`src/rtl/b64e_pkg.sv`:
```
`default_nettype none
package b64e_pkg;

    localparam int unsigned Q_DEPTH = 2;
    localparam int unsigned Q_AW    = $clog2(Q_DEPTH);
    localparam int unsigned Q_CW    = $clog2(Q_DEPTH + 1);

    localparam logic [7:0] GPL_RESET    = 8'd18;
    localparam logic [7:0] NEWLINE_CHAR = 8'h0A;

    typedef struct packed {
        logic [7:0] data_byte;
        logic       last_byte;
    } t_in_item;

    typedef struct packed {
        logic [7:0] out_char;
        logic       last_char;
    } t_out_item;

    // Work for one group of up to three input bytes: sextets first, then optional newlines.
    typedef struct packed {
        logic [3:0][5:0] sext;
        logic [2:0]      n_sext;
        logic            mid_nl;
        logic            end_nl;
    } t_job;

    function automatic logic [7:0] b64_char(input logic [5:0] v);
        logic [7:0] c;
        c = 8'(v);
        priority if (v < 6'd26) begin
            return c + 8'd65;
        end else if (v < 6'd52) begin
            return c + 8'd71;
        end else if (v < 6'd62) begin
            return c - 8'd4;
        end else if (v == 6'd62) begin
            return 8'h2B;
        end else begin
            return 8'h2F;
        end
    endfunction

endpackage
`default_nettype wire

```
`src/rtl/b64e_fifo.sv`:
```
`default_nettype none
module b64e_fifo (
    input  wire                i_clk,
    input  wire                i_rst_n,
    input  wire                i_push,
    input  b64e_pkg::t_job     i_job,
    input  wire                i_pop,
    output logic               o_full,
    output logic               o_empty,
    output b64e_pkg::t_job     o_head
);

    b64e_pkg::t_job                 r_mem [b64e_pkg::Q_DEPTH];
    logic [b64e_pkg::Q_AW-1:0]      r_wr_ptr, n_wr_ptr;
    logic [b64e_pkg::Q_AW-1:0]      r_rd_ptr, n_rd_ptr;
    logic [b64e_pkg::Q_CW-1:0]      r_count,  n_count;

    assign o_full  = (r_count == b64e_pkg::Q_CW'(b64e_pkg::Q_DEPTH));
    assign o_empty = (r_count == '0);
    assign o_head  = r_mem[r_rd_ptr];

    always_comb begin
        n_wr_ptr = r_wr_ptr;
        n_rd_ptr = r_rd_ptr;
        n_count  = r_count;
        if (i_push) begin
            n_wr_ptr = (r_wr_ptr == b64e_pkg::Q_AW'(b64e_pkg::Q_DEPTH - 1)) ? '0
                     : r_wr_ptr + 1'b1;
        end
        if (i_pop) begin
            n_rd_ptr = (r_rd_ptr == b64e_pkg::Q_AW'(b64e_pkg::Q_DEPTH - 1)) ? '0
                     : r_rd_ptr + 1'b1;
        end
        unique case ({i_push, i_pop})
            2'b10:   n_count = r_count + 1'b1;
            2'b01:   n_count = r_count - 1'b1;
            default: n_count = r_count;
        endcase
    end

    always_ff @(posedge i_clk) begin
        if (!i_rst_n) begin
            r_wr_ptr <= '0;
            r_rd_ptr <= '0;
            r_count  <= '0;
        end else begin
            r_wr_ptr <= n_wr_ptr;
            r_rd_ptr <= n_rd_ptr;
            r_count  <= n_count;
        end
    end

    always_ff @(posedge i_clk) begin
        if (i_push) begin
            r_mem[r_wr_ptr] <= i_job;
        end
    end

endmodule
`default_nettype wire

```
`src/rtl/b64e_front.sv`:
```
`default_nettype none
module b64e_front (
    input  wire                  i_clk,
    input  wire                  i_rst_n,
    input  wire                  i_cfg_we,
    input  wire [7:0]            i_cfg_wdata,
    input  wire                  i_valid,
    input  b64e_pkg::t_in_item   i_in,
    input  wire                  i_q_full,
    output logic                 o_stall,
    output logic                 o_push,
    output b64e_pkg::t_job       o_job
);

    logic [7:0] r_gpl;
    logic [7:0] r_first,  n_first;
    logic [7:0] r_second, n_second;
    logic [1:0] r_pos,    n_pos;
    logic [7:0] r_cnt,    n_cnt;
    logic       r_seen,   n_seen;
    logic       accept;
    logic [7:0] b;
    logic       last;

    assign o_stall = i_q_full;
    assign accept  = i_valid && !i_q_full;
    assign b       = i_in.data_byte;
    assign last    = i_in.last_byte;
    assign o_push  = accept && (last || (r_pos == 2'd2));

    always_comb begin
        o_job    = '0;
        n_first  = r_first;
        n_second = r_second;
        n_pos    = r_pos;
        n_cnt    = r_cnt;
        n_seen   = r_seen;
        o_job.end_nl = last;
        if (r_pos == 2'd0) begin
            o_job.sext[0] = b[7:2];
            o_job.sext[1] = {b[1:0], 4'b0000};
            o_job.n_sext  = 3'd2;
            n_first       = b;
            n_pos         = 2'd1;
        end else if (r_pos == 2'd1) begin
            o_job.sext[0] = r_first[7:2];
            o_job.sext[1] = {r_first[1:0], b[7:4]};
            o_job.sext[2] = {b[3:0], 2'b00};
            o_job.n_sext  = 3'd3;
            n_second      = b;
            n_pos         = 2'd2;
        end else begin
            o_job.sext[0] = r_first[7:2];
            o_job.sext[1] = {r_first[1:0], r_second[7:4]};
            o_job.sext[2] = {r_second[3:0], b[7:6]};
            o_job.sext[3] = b[5:0];
            o_job.n_sext  = 3'd4;
            o_job.mid_nl  = r_seen && (r_cnt == 8'd0);
            n_seen        = 1'b1;
            n_cnt         = ({1'b0, r_cnt} + 9'd1 >= {1'b0, r_gpl}) ? 8'd0
                          : r_cnt + 8'd1;
            n_pos         = 2'd0;
            n_first       = 8'd0;
            n_second      = 8'd0;
        end
        if (last) begin
            n_first  = 8'd0;
            n_second = 8'd0;
            n_pos    = 2'd0;
            n_cnt    = 8'd0;
            n_seen   = 1'b0;
        end
    end

    always_ff @(posedge i_clk) begin
        if (!i_rst_n) begin
            r_gpl    <= b64e_pkg::GPL_RESET;
            r_first  <= '0;
            r_second <= '0;
            r_pos    <= '0;
            r_cnt    <= '0;
            r_seen   <= 1'b0;
        end else begin
            if (i_cfg_we) begin
                r_gpl <= i_cfg_wdata;
            end
            if (accept) begin
                r_first  <= n_first;
                r_second <= n_second;
                r_pos    <= n_pos;
                r_cnt    <= n_cnt;
                r_seen   <= n_seen;
            end
        end
    end

endmodule
`default_nettype wire

```
`src/rtl/b64e_back.sv`:
```
`default_nettype none
module b64e_back (
    input  wire                  i_clk,
    input  wire                  i_rst_n,
    input  wire                  i_q_empty,
    input  b64e_pkg::t_job       i_head,
    output logic                 o_pop,
    input  wire                  i_stall,
    output logic                 o_valid,
    output b64e_pkg::t_out_item  o_out
);

    logic [2:0] r_idx, n_idx;
    logic       r_out_valid, n_out_valid;
    logic [7:0] r_out_char, n_out_char;
    logic       r_out_last, n_out_last;
    logic       load_en;
    logic       emit;
    logic [2:0] total;
    logic       at_end;

    assign load_en = !r_out_valid || !i_stall;
    assign emit    = load_en && !i_q_empty;
    assign total   = i_head.n_sext + {2'b00, i_head.mid_nl} + {2'b00, i_head.end_nl};
    assign at_end  = (r_idx == total - 3'd1);
    assign o_pop   = emit && at_end;

    assign o_valid         = r_out_valid;
    assign o_out.out_char  = r_out_char;
    assign o_out.last_char = r_out_last;

    always_comb begin
        n_idx       = r_idx;
        n_out_valid = r_out_valid;
        n_out_char  = r_out_char;
        n_out_last  = r_out_last;
        if (load_en) begin
            n_out_valid = !i_q_empty;
        end
        if (emit) begin
            n_idx = at_end ? 3'd0 : r_idx + 3'd1;
            if (r_idx < i_head.n_sext) begin
                n_out_char = b64e_pkg::b64_char(i_head.sext[r_idx[1:0]]);
            end else begin
                n_out_char = b64e_pkg::NEWLINE_CHAR;
            end
            n_out_last = at_end && i_head.end_nl;
        end
    end

    always_ff @(posedge i_clk) begin
        if (!i_rst_n) begin
            r_idx       <= '0;
            r_out_valid <= 1'b0;
        end else begin
            r_idx       <= n_idx;
            r_out_valid <= n_out_valid;
        end
    end

    always_ff @(posedge i_clk) begin
        r_out_char <= n_out_char;
        r_out_last <= n_out_last;
    end

endmodule
`default_nettype wire

```
`src/rtl/base64_line_encoder_core.sv`:
```
// Channel  | Direction | Handshake            | Payload
// ---------+-----------+----------------------+------------------------------
// input    | in        | i_valid / o_stall    | i_in  : data_byte, last_byte
// output   | out       | o_valid / i_stall    | o_out : out_char, last_char
// config   | in        | i_cfg_we             | i_cfg_wdata : groups_per_line
//
// One output character per cycle while the queue holds a job and i_stall is
// low; each byte adds 0 to 6 characters, so a 3-byte group gives 4 to 6,
// all sent through the single character port of the back end.
// A two-entry job queue lets the front take bytes while the back drains.
// Synchronous active-low reset; groups_per_line resets to 18.
`default_nettype none
module base64_line_encoder_core (
    input  wire                  i_clk,
    input  wire                  i_rst_n,
    input  wire                  i_cfg_we,
    input  wire [7:0]            i_cfg_wdata,
    input  wire                  i_valid,
    output logic                 o_stall,
    input  b64e_pkg::t_in_item   i_in,
    output logic                 o_valid,
    input  wire                  i_stall,
    output b64e_pkg::t_out_item  o_out
);

    logic           push;
    logic           pop;
    logic           q_full;
    logic           q_empty;
    b64e_pkg::t_job push_job;
    b64e_pkg::t_job head_job;

    b64e_front u_front (
        .i_clk       (i_clk),
        .i_rst_n     (i_rst_n),
        .i_cfg_we    (i_cfg_we),
        .i_cfg_wdata (i_cfg_wdata),
        .i_valid     (i_valid),
        .i_in        (i_in),
        .i_q_full    (q_full),
        .o_stall     (o_stall),
        .o_push      (push),
        .o_job       (push_job)
    );

    b64e_fifo u_fifo (
        .i_clk   (i_clk),
        .i_rst_n (i_rst_n),
        .i_push  (push),
        .i_job   (push_job),
        .i_pop   (pop),
        .o_full  (q_full),
        .o_empty (q_empty),
        .o_head  (head_job)
    );

    b64e_back u_back (
        .i_clk     (i_clk),
        .i_rst_n   (i_rst_n),
        .i_q_empty (q_empty),
        .i_head    (head_job),
        .o_pop     (pop),
        .i_stall   (i_stall),
        .o_valid   (o_valid),
        .o_out     (o_out)
    );

endmodule
`default_nettype wire

```
`config.mk`:
```
export PLATFORM = sky130hd
export DESIGN_NAME = base64_line_encoder_core
export DESIGN_NICKNAME = d
export VERILOG_FILES = /design/src/rtl/b64e_pkg.sv /design/src/rtl/b64e_fifo.sv /design/src/rtl/b64e_front.sv /design/src/rtl/b64e_back.sv /design/src/rtl/base64_line_encoder_core.sv
export SDC_FILE = /design/constraint.sdc
export NUM_CORES = 1
export LEC_CHECK = 0
export ABC_AREA = 1
export BUFFER_PORTS_ARGS = -buffer_cell sky130_fd_sc_hd__buf_2
export CORE_MARGIN = 2
export CORE_UTILIZATION = 40
export CTS_CLUSTER_SIZE = 28
export DETAILED_ROUTE_END_ITERATION = 10
export PLACE_DENSITY = 0.58
export SETUP_SLACK_MARGIN = 0.3
export SKIP_CTS_REPAIR_TIMING = 1
export SLEW_MARGIN = 25
export SYNTH_ARGS = -nofsm -noshare
export SYNTH_HDL_FRONTEND = slang
export SYNTH_HIERARCHICAL = 1
export SYNTH_SLANG_ARGS = --single-unit
```
`constraint.sdc`:
```
create_clock -name i_clk -period 6.1 [get_ports i_clk]
set_input_delay 0.61 -clock i_clk [delete_from_list [all_inputs] [get_ports i_clk]]
set_output_delay 0.61 -clock i_clk [all_outputs]
set_load 0.03 [all_outputs]
```
==> out/qor.csv, run 1 <==
metric;value;unit
Ports;33;
Peak supply drop;0.000162;V
crit path DAT;3.66;ns
Rows;43;
TNS Setup;0;ns
worst skew pair latency;0.35;ns
GRT Resource Usage Total;0.154;
first-pass iteration count of the detailed router;6;
Mapped Cells;613;
syn_nets;657;
CP max FO;29;
Vias;4101;
Worst Path Required;6.39;ns
Num CTS Buffers;9;
CP Capture Type;flop;
Initial Utilization;0.414;
post-layout util;0.453;
drc violations;0;
fraction of layout cells with a size suffix above 1;0.212;
worst-margin pin slew;0.973;ns
first-pass GRT wire length;19300;µm
post-synth top area cell;edfxtp_1;
Clk pin slew, worst setup/hold paths;0.07;ns
hold crit path type;flop to flop;
hpwl dp;8170;µm
Comb power frac;0.322;
status;finished, final reports clean;
Port-buffer cells;32;
synth unique cells;41;
DIE WIDTH;124;µm
synthesized area;5780;µm²
Worst path top cell family by delay;adder cells;
Core Region;14000;µm²
CTS tree;done;
antenna viol nets, final;0;
Yosys reg bits;111;
slowest stage cell, crit path;fa_1;
DRT Wirelength;11400;µm
Synth-to-Final Area Change;9.52;%
CTS max path bufs;2;
largest net degree at the start of global routing;30;
vias in the first global route;3865;
Sw Pwr;777;µW
total gr overflow;0;
routability cong.;0.865;
critical path class;flop to flop;
RSZ-0062 raised after global routing;false;
final setup fails;0;
r2r setup slk;2.73;ns
post-layout min period;3.37;ns
Tcrit/Tclk final;0.553;
initial antenna violation count;0;
P_int;1.41;mW
Sw Share;0.355;
Final Skew;0.00487;ns
hold slack;0.453;ns
CP bufs+invs;5;
Max Slew Vio Count;0;
antenna cells;0;
Most common cell on crit path;nor2_1;
synthesized area per cell;9.44;µm²
MaxCap Viol Count;0;
Synth top area share;0.348;
Iteration-0 DRC Markers;205;
Sequential Power Share;0.424;
final hold vios;0;
die area;15400;µm²
Peak Freq;297;MHz
placed cells;810;
post-synthesis sequential area ratio;0.500;
most common cell after layout, fill and taps aside;nand2_1;
worst path cell trace;buf_4 > mux2_2 > inv_1 > ha_1 > inv_1 > ha_1 > inv_1 > fa_1 > xnor2_1 > nor2_1 > nand2_1 > nor2_1 > ha_1 > inv_1 > nand2_1 > nor2_1 > nor2_1 > nor2_1;
largest cells by area after synthesis;edfxtp_1, dfxtp_1, nand2_1;
H-Tree Level Count;3;
leak pwr;2.67;nW
Yosys warnings;6;
worst rel slew slack;0.349;
CTS Root Buffer Type;clkbuf_16;
CTS sink cnt;111;
most frequent cells in the layout;nand2_1, inv_1, edfxtp_1;
Largest stage delay, worst path;0.45;ns
clock share of power;0.254;
die height;124;µm
CP Launch Type;flop;
Pwr Density;345;nW/µm²
wire length per cell;13.8;µm
Finished Layout Cells;826;
vias per inst;4.96;
fin nets;685;
area by class of cell:
| type | instances | area [µm²] |
|---|---|---|
| fillers | 1377 | 7650 |
| flip-flops and latches | 111 | 2890 |
| multi-input cells | 401 | 2450 |
| inverters | 84 | 318 |
| clock buffers | 11 | 233 |
| well taps | 180 | 225 |
| repair buffers | 34 | 175 |
| clock inverters | 5 | 40.0 |
cells in the mapped netlist (all sizes together):
| cell | number |
|---|---|
| nand2 | 153 |
| inv | 83 |
| edfxtp | 67 |
| nor2 | 52 |
| dfxtp | 44 |
| nand3 | 41 |
| a21oi | 36 |
| o21ai | 30 |
| mux2 | 29 |
| ha | 21 |
| buf | 11 |
| o22ai | 7 |
| xor2 | 7 |
| clkbuf | 6 |
| nor3 | 5 |
| xnor2 | 4 |
| a22o | 3 |
| nand4 | 3 |
| a31oi | 2 |
| o211ai | 2 |
| or2 | 2 |
| a211oi | 1 |
| a21boi | 1 |
| clkinv | 1 |
| fa | 1 |
| nor4 | 1 |
layer usage:
| layer | vias to the layer above | wire length (µm) | global-route usage | part of all wire |
|---|---|---|---|---|
| li1 | 2079 | - | - | - |
| met1 | 1919 | 5610 | 0.211 | 0.49 |
| met2 | 90 | 5170 | 0.238 | 0.45 |
| met3 | 13 | 436 | 0.0326 | 0.038 |
| met4 | 0 | 192 | 0.0621 | 0.017 |
| met5 | - | 0 | 0 | 0 |
registers in the layout, summed over array words and instances, names as in the netlist, 2 cells and up, named ones only:
register and count:
u_front/r_second 8, u_back/r_idx 3, u_front/r_gpl 8, u_front/r_pos 2, u_front/r_first 8, u_back/r_out_char 8
u_fifo/r_mem 58, u_front/r_cnt 8, u_fifo/r_count 2
worst reg2reg max path, delay by kind of cell, from the launching register on:
kind                     cells  cell delay [ns]
adder cells (fa/ha/maj)      4             1.10
multiplexers                 1             0.41
flip-flops                   1             0.31
XOR/XNOR                     1             0.14
buffers and inverters        5             0.65
AND/OR/NAND/NOR              7             0.70
metrics by stage:
stage          cell area [µm²]  power [mW]  setup WS (ns)
2_1_floorplan             5780        1.51           2.89
3_5_place_dp              6060        1.65           2.74
5_1_grt                   6330        2.34           2.40
3_3_place_gp              6060        1.64           2.87
4_1_cts                   6330        2.21           2.73
6_report                  6330        2.19           2.73
kinds of logic (layout without fill, tap and decap cells):
group | Yosys count | count (layout) | share of synthesized area
buf+inv | 101 | 134 | 0.0766
compound gates | 82 | 82 | 0.0813
fa+ha+maj | 22 | 22 | 0.0489
flops | 111 | 111 | 0.500
simple gates | 257 | 257 | 0.214
xor+xnor | 11 | 11 | 0.0167
mux | 29 | 29 | 0.0629
path summary, 6_finish.rpt:
path,from,endpoint,cells after the start
worst max-delay path,flop,u_fifo/r_count[1],18
worst min-delay path,u_front/r_first[7],u_front/r_first[7],2
worst max register to register,flop,u_fifo/r_count[1],18
worst min register to register,u_front/r_first[7],u_front/r_first[7],2
power groups by stage:
| stage | logic [mW] | clock network [mW] | registers (mW) |
|---|---|---|---|
| 2_1_floorplan | 0.547 | 0 | 0.965 |
| 3_3_place_gp | 0.694 | 0 | 0.943 |
| 4_1_cts | 0.706 | 0.574 | 0.928 |
| 3_5_place_dp | 0.703 | 0 | 0.945 |
| 5_1_grt | 0.799 | 0.606 | 0.935 |
| 6_report | 0.705 | 0.556 | 0.927 |
Note: power is estimated with default switching activity, not from simulation.
==> run 2, diff against run 1 <==
Clock period 6.1 ns to 3.3 ns, I/O delays scaled along.
==> out/qor.csv, run 2 (synthesis results as in run 1) <==
metric;value;unit;change
critical path class;flop to flop;;
GRT Resource Usage Total;0.155;;+0.00170
placed cells;815;;+0.62%
Final Skew;0.0162;ns;+0.0113 ns
wire length per cell;14.0;µm;+1.1%
Synth-to-Final Area Change;12.5;%;
Finished Layout Cells;834;;+0.97%
Tcrit/Tclk final;0.860;;+0.307
Iteration-0 DRC Markers;218;;+6.3%
crit path DAT;3.14;ns;-0.52 ns
most common cell after layout, fill and taps aside;nand2_1;;
final setup fails;0;;unchanged
Core Region;14000;µm²;unchanged
fillers;1341;;-2.6%
H-Tree Level Count;3;;unchanged
Port-buffer cells;32;;unchanged
Worst Path Required;3.60;ns;-2.79 ns
CP max FO;5;;-83%
worst-margin pin slew;0.707;ns;-0.266 ns
hold crit path type;input port to flop;;
worst skew pair latency;0.36;ns;about the same
hold slack;0.204;ns;-0.249 ns
RSZ-0062 raised after global routing;false;;
DIE WIDTH;124;µm;unchanged
initial antenna violation count;0;;unchanged
leak pwr;2.76;nW;+3.1%
first-pass iteration count of the detailed router;5;;-1
vias in the first global route;3976;;+2.9%
Peak Freq;352;MHz;+19%
Ports;33;;unchanged
Biggest register;u_fifo/r_mem;;
Clk pin slew, worst setup/hold paths;0.07;ns;about the same
CP Launch Type;flop;;
antenna cells;0;;unchanged
max reg flops;58;;unchanged
die height;124;µm;unchanged
total gr overflow;0;;unchanged
final setup margin;0.462;ns;-2.27 ns
largest net degree at the start of global routing;30;;unchanged
CTS tree;done;;
final hold vios;0;;unchanged
Num CTS Buffers;9;;unchanged
die area;15400;µm²;unchanged
drc violations;0;;unchanged
CTS sink cnt;111;;unchanged
Pwr Density;652;nW/µm²;+89%
vias per inst;4.96;;about the same
fin nets;693;;+1.2%
TNS Setup;0;ns;unchanged
Vias;4138;;+0.90%
CP Capture Type;flop;;
hpwl dp;8090;µm;-1.0%
Peak supply drop;0.000267;V;+65%
worst rel slew slack;0.528;;+0.179
post-place setup slack;0.220;ns;-2.52 ns
status;finished, final reports clean;;
fraction of layout cells with a size suffix above 1;0.229;;+0.0173
first-pass GRT wire length;19500;µm;+1.0%
routability cong.;0.811;;-6.2%
Initial Utilization;0.414;;unchanged
post-layout min period;2.84;ns;-0.534 ns
antenna viol nets, final;0;;unchanged
Total Power;4.24;mW;+94%
CTS max path bufs;2;;unchanged
CTS Root Buffer Type;clkbuf_16;;
Rows;43;;unchanged
DRT Wirelength;11600;µm;+2.1%
MaxCap Viol Count;0;;unchanged
most frequent cells in the layout;nand2_1, inv_1, edfxtp_1;;
Max Slew Vio Count;0;;unchanged
-- run 2: changes by cell type in the layout (fill, tap and decap cells not counted), sizes merged --
cell      previous run  this run
bufinv               0         2
clkinv               2         4
inv                 86        84
buf                 34        42
clkinvlp             1         0
clkbuf              11        10
-- run 2: metrics by stage --
| step | instance area [µm²] | util |
|---|---|---|
| CTS | 6450 | 0.461 |
| global route | 6500 | 0.465 |
| global placement | 6120 | 0.438 |
| finish | 6500 | 0.465 |
| floorplan | 5790 | - |
| detailed placement | 6120 | 0.438 |
-- run 2: path summary, 6_finish.rpt --
check                             to                from  cells past startpoint  slack (ns)
setup / recovery   u_fifo/r_count[1]                flop                     17        0.46
hold / removal      u_front/r_gpl[1]      i_cfg_wdata[1]                      3        0.20
setup reg to reg   u_fifo/r_count[1]                flop                     17        0.46
hold reg to reg   u_front/r_first[7]  u_front/r_first[7]                      2        0.46
-- run 2: routing by layer --
| metal | up-vias | track usage | wire, µm |
|---|---|---|---|
| li1 | 2096 | - | - |
| met1 | 1917 | 0.205 | 5500 |
| met2 | 103 | 0.248 | 5350 |
| met3 | 22 | 0.0369 | 578 |
| met4 | 0 | 0.0615 | 211 |
| met5 | - | 0 | 0 |
-- run 2: cell type report --
type,count,area (µm²),share of cell area
inverters,84,318,0.0489
multi-input cells,401,2480,0.381
flip-flops and latches,111,2900,0.445
repair buffers,42,260,0.0400
clock inverters,6,95.1,0.0146
well taps,180,225,0.0346
clock buffers,10,229,0.0352
-- run 2: worst max-delay path, cell delays in order (launching register included) --
cell and delay [ns]:
dfxtp_4 0.38, mux2_2 0.33, inv_1 0.09, ha_1 0.23
inv_1 0.05, ha_1 0.12, inv_1 0.05, fa_2 0.52
xnor2_1 0.06, nor2_1 0.11, nand2_1 0.13, nor2_4 0.17
ha_4 0.22, inv_1 0.07, nand2_1 0.05, nor2_1 0.08
nor2_1 0.04, nor2_1 0.09
-- run 2: report_power, final --
group          internal, mW  switching, mW  total [mW]
Sequential             1.64         0.0486        1.68
Clock                 0.672          0.501        1.17
Combinational         0.484          0.900        1.38
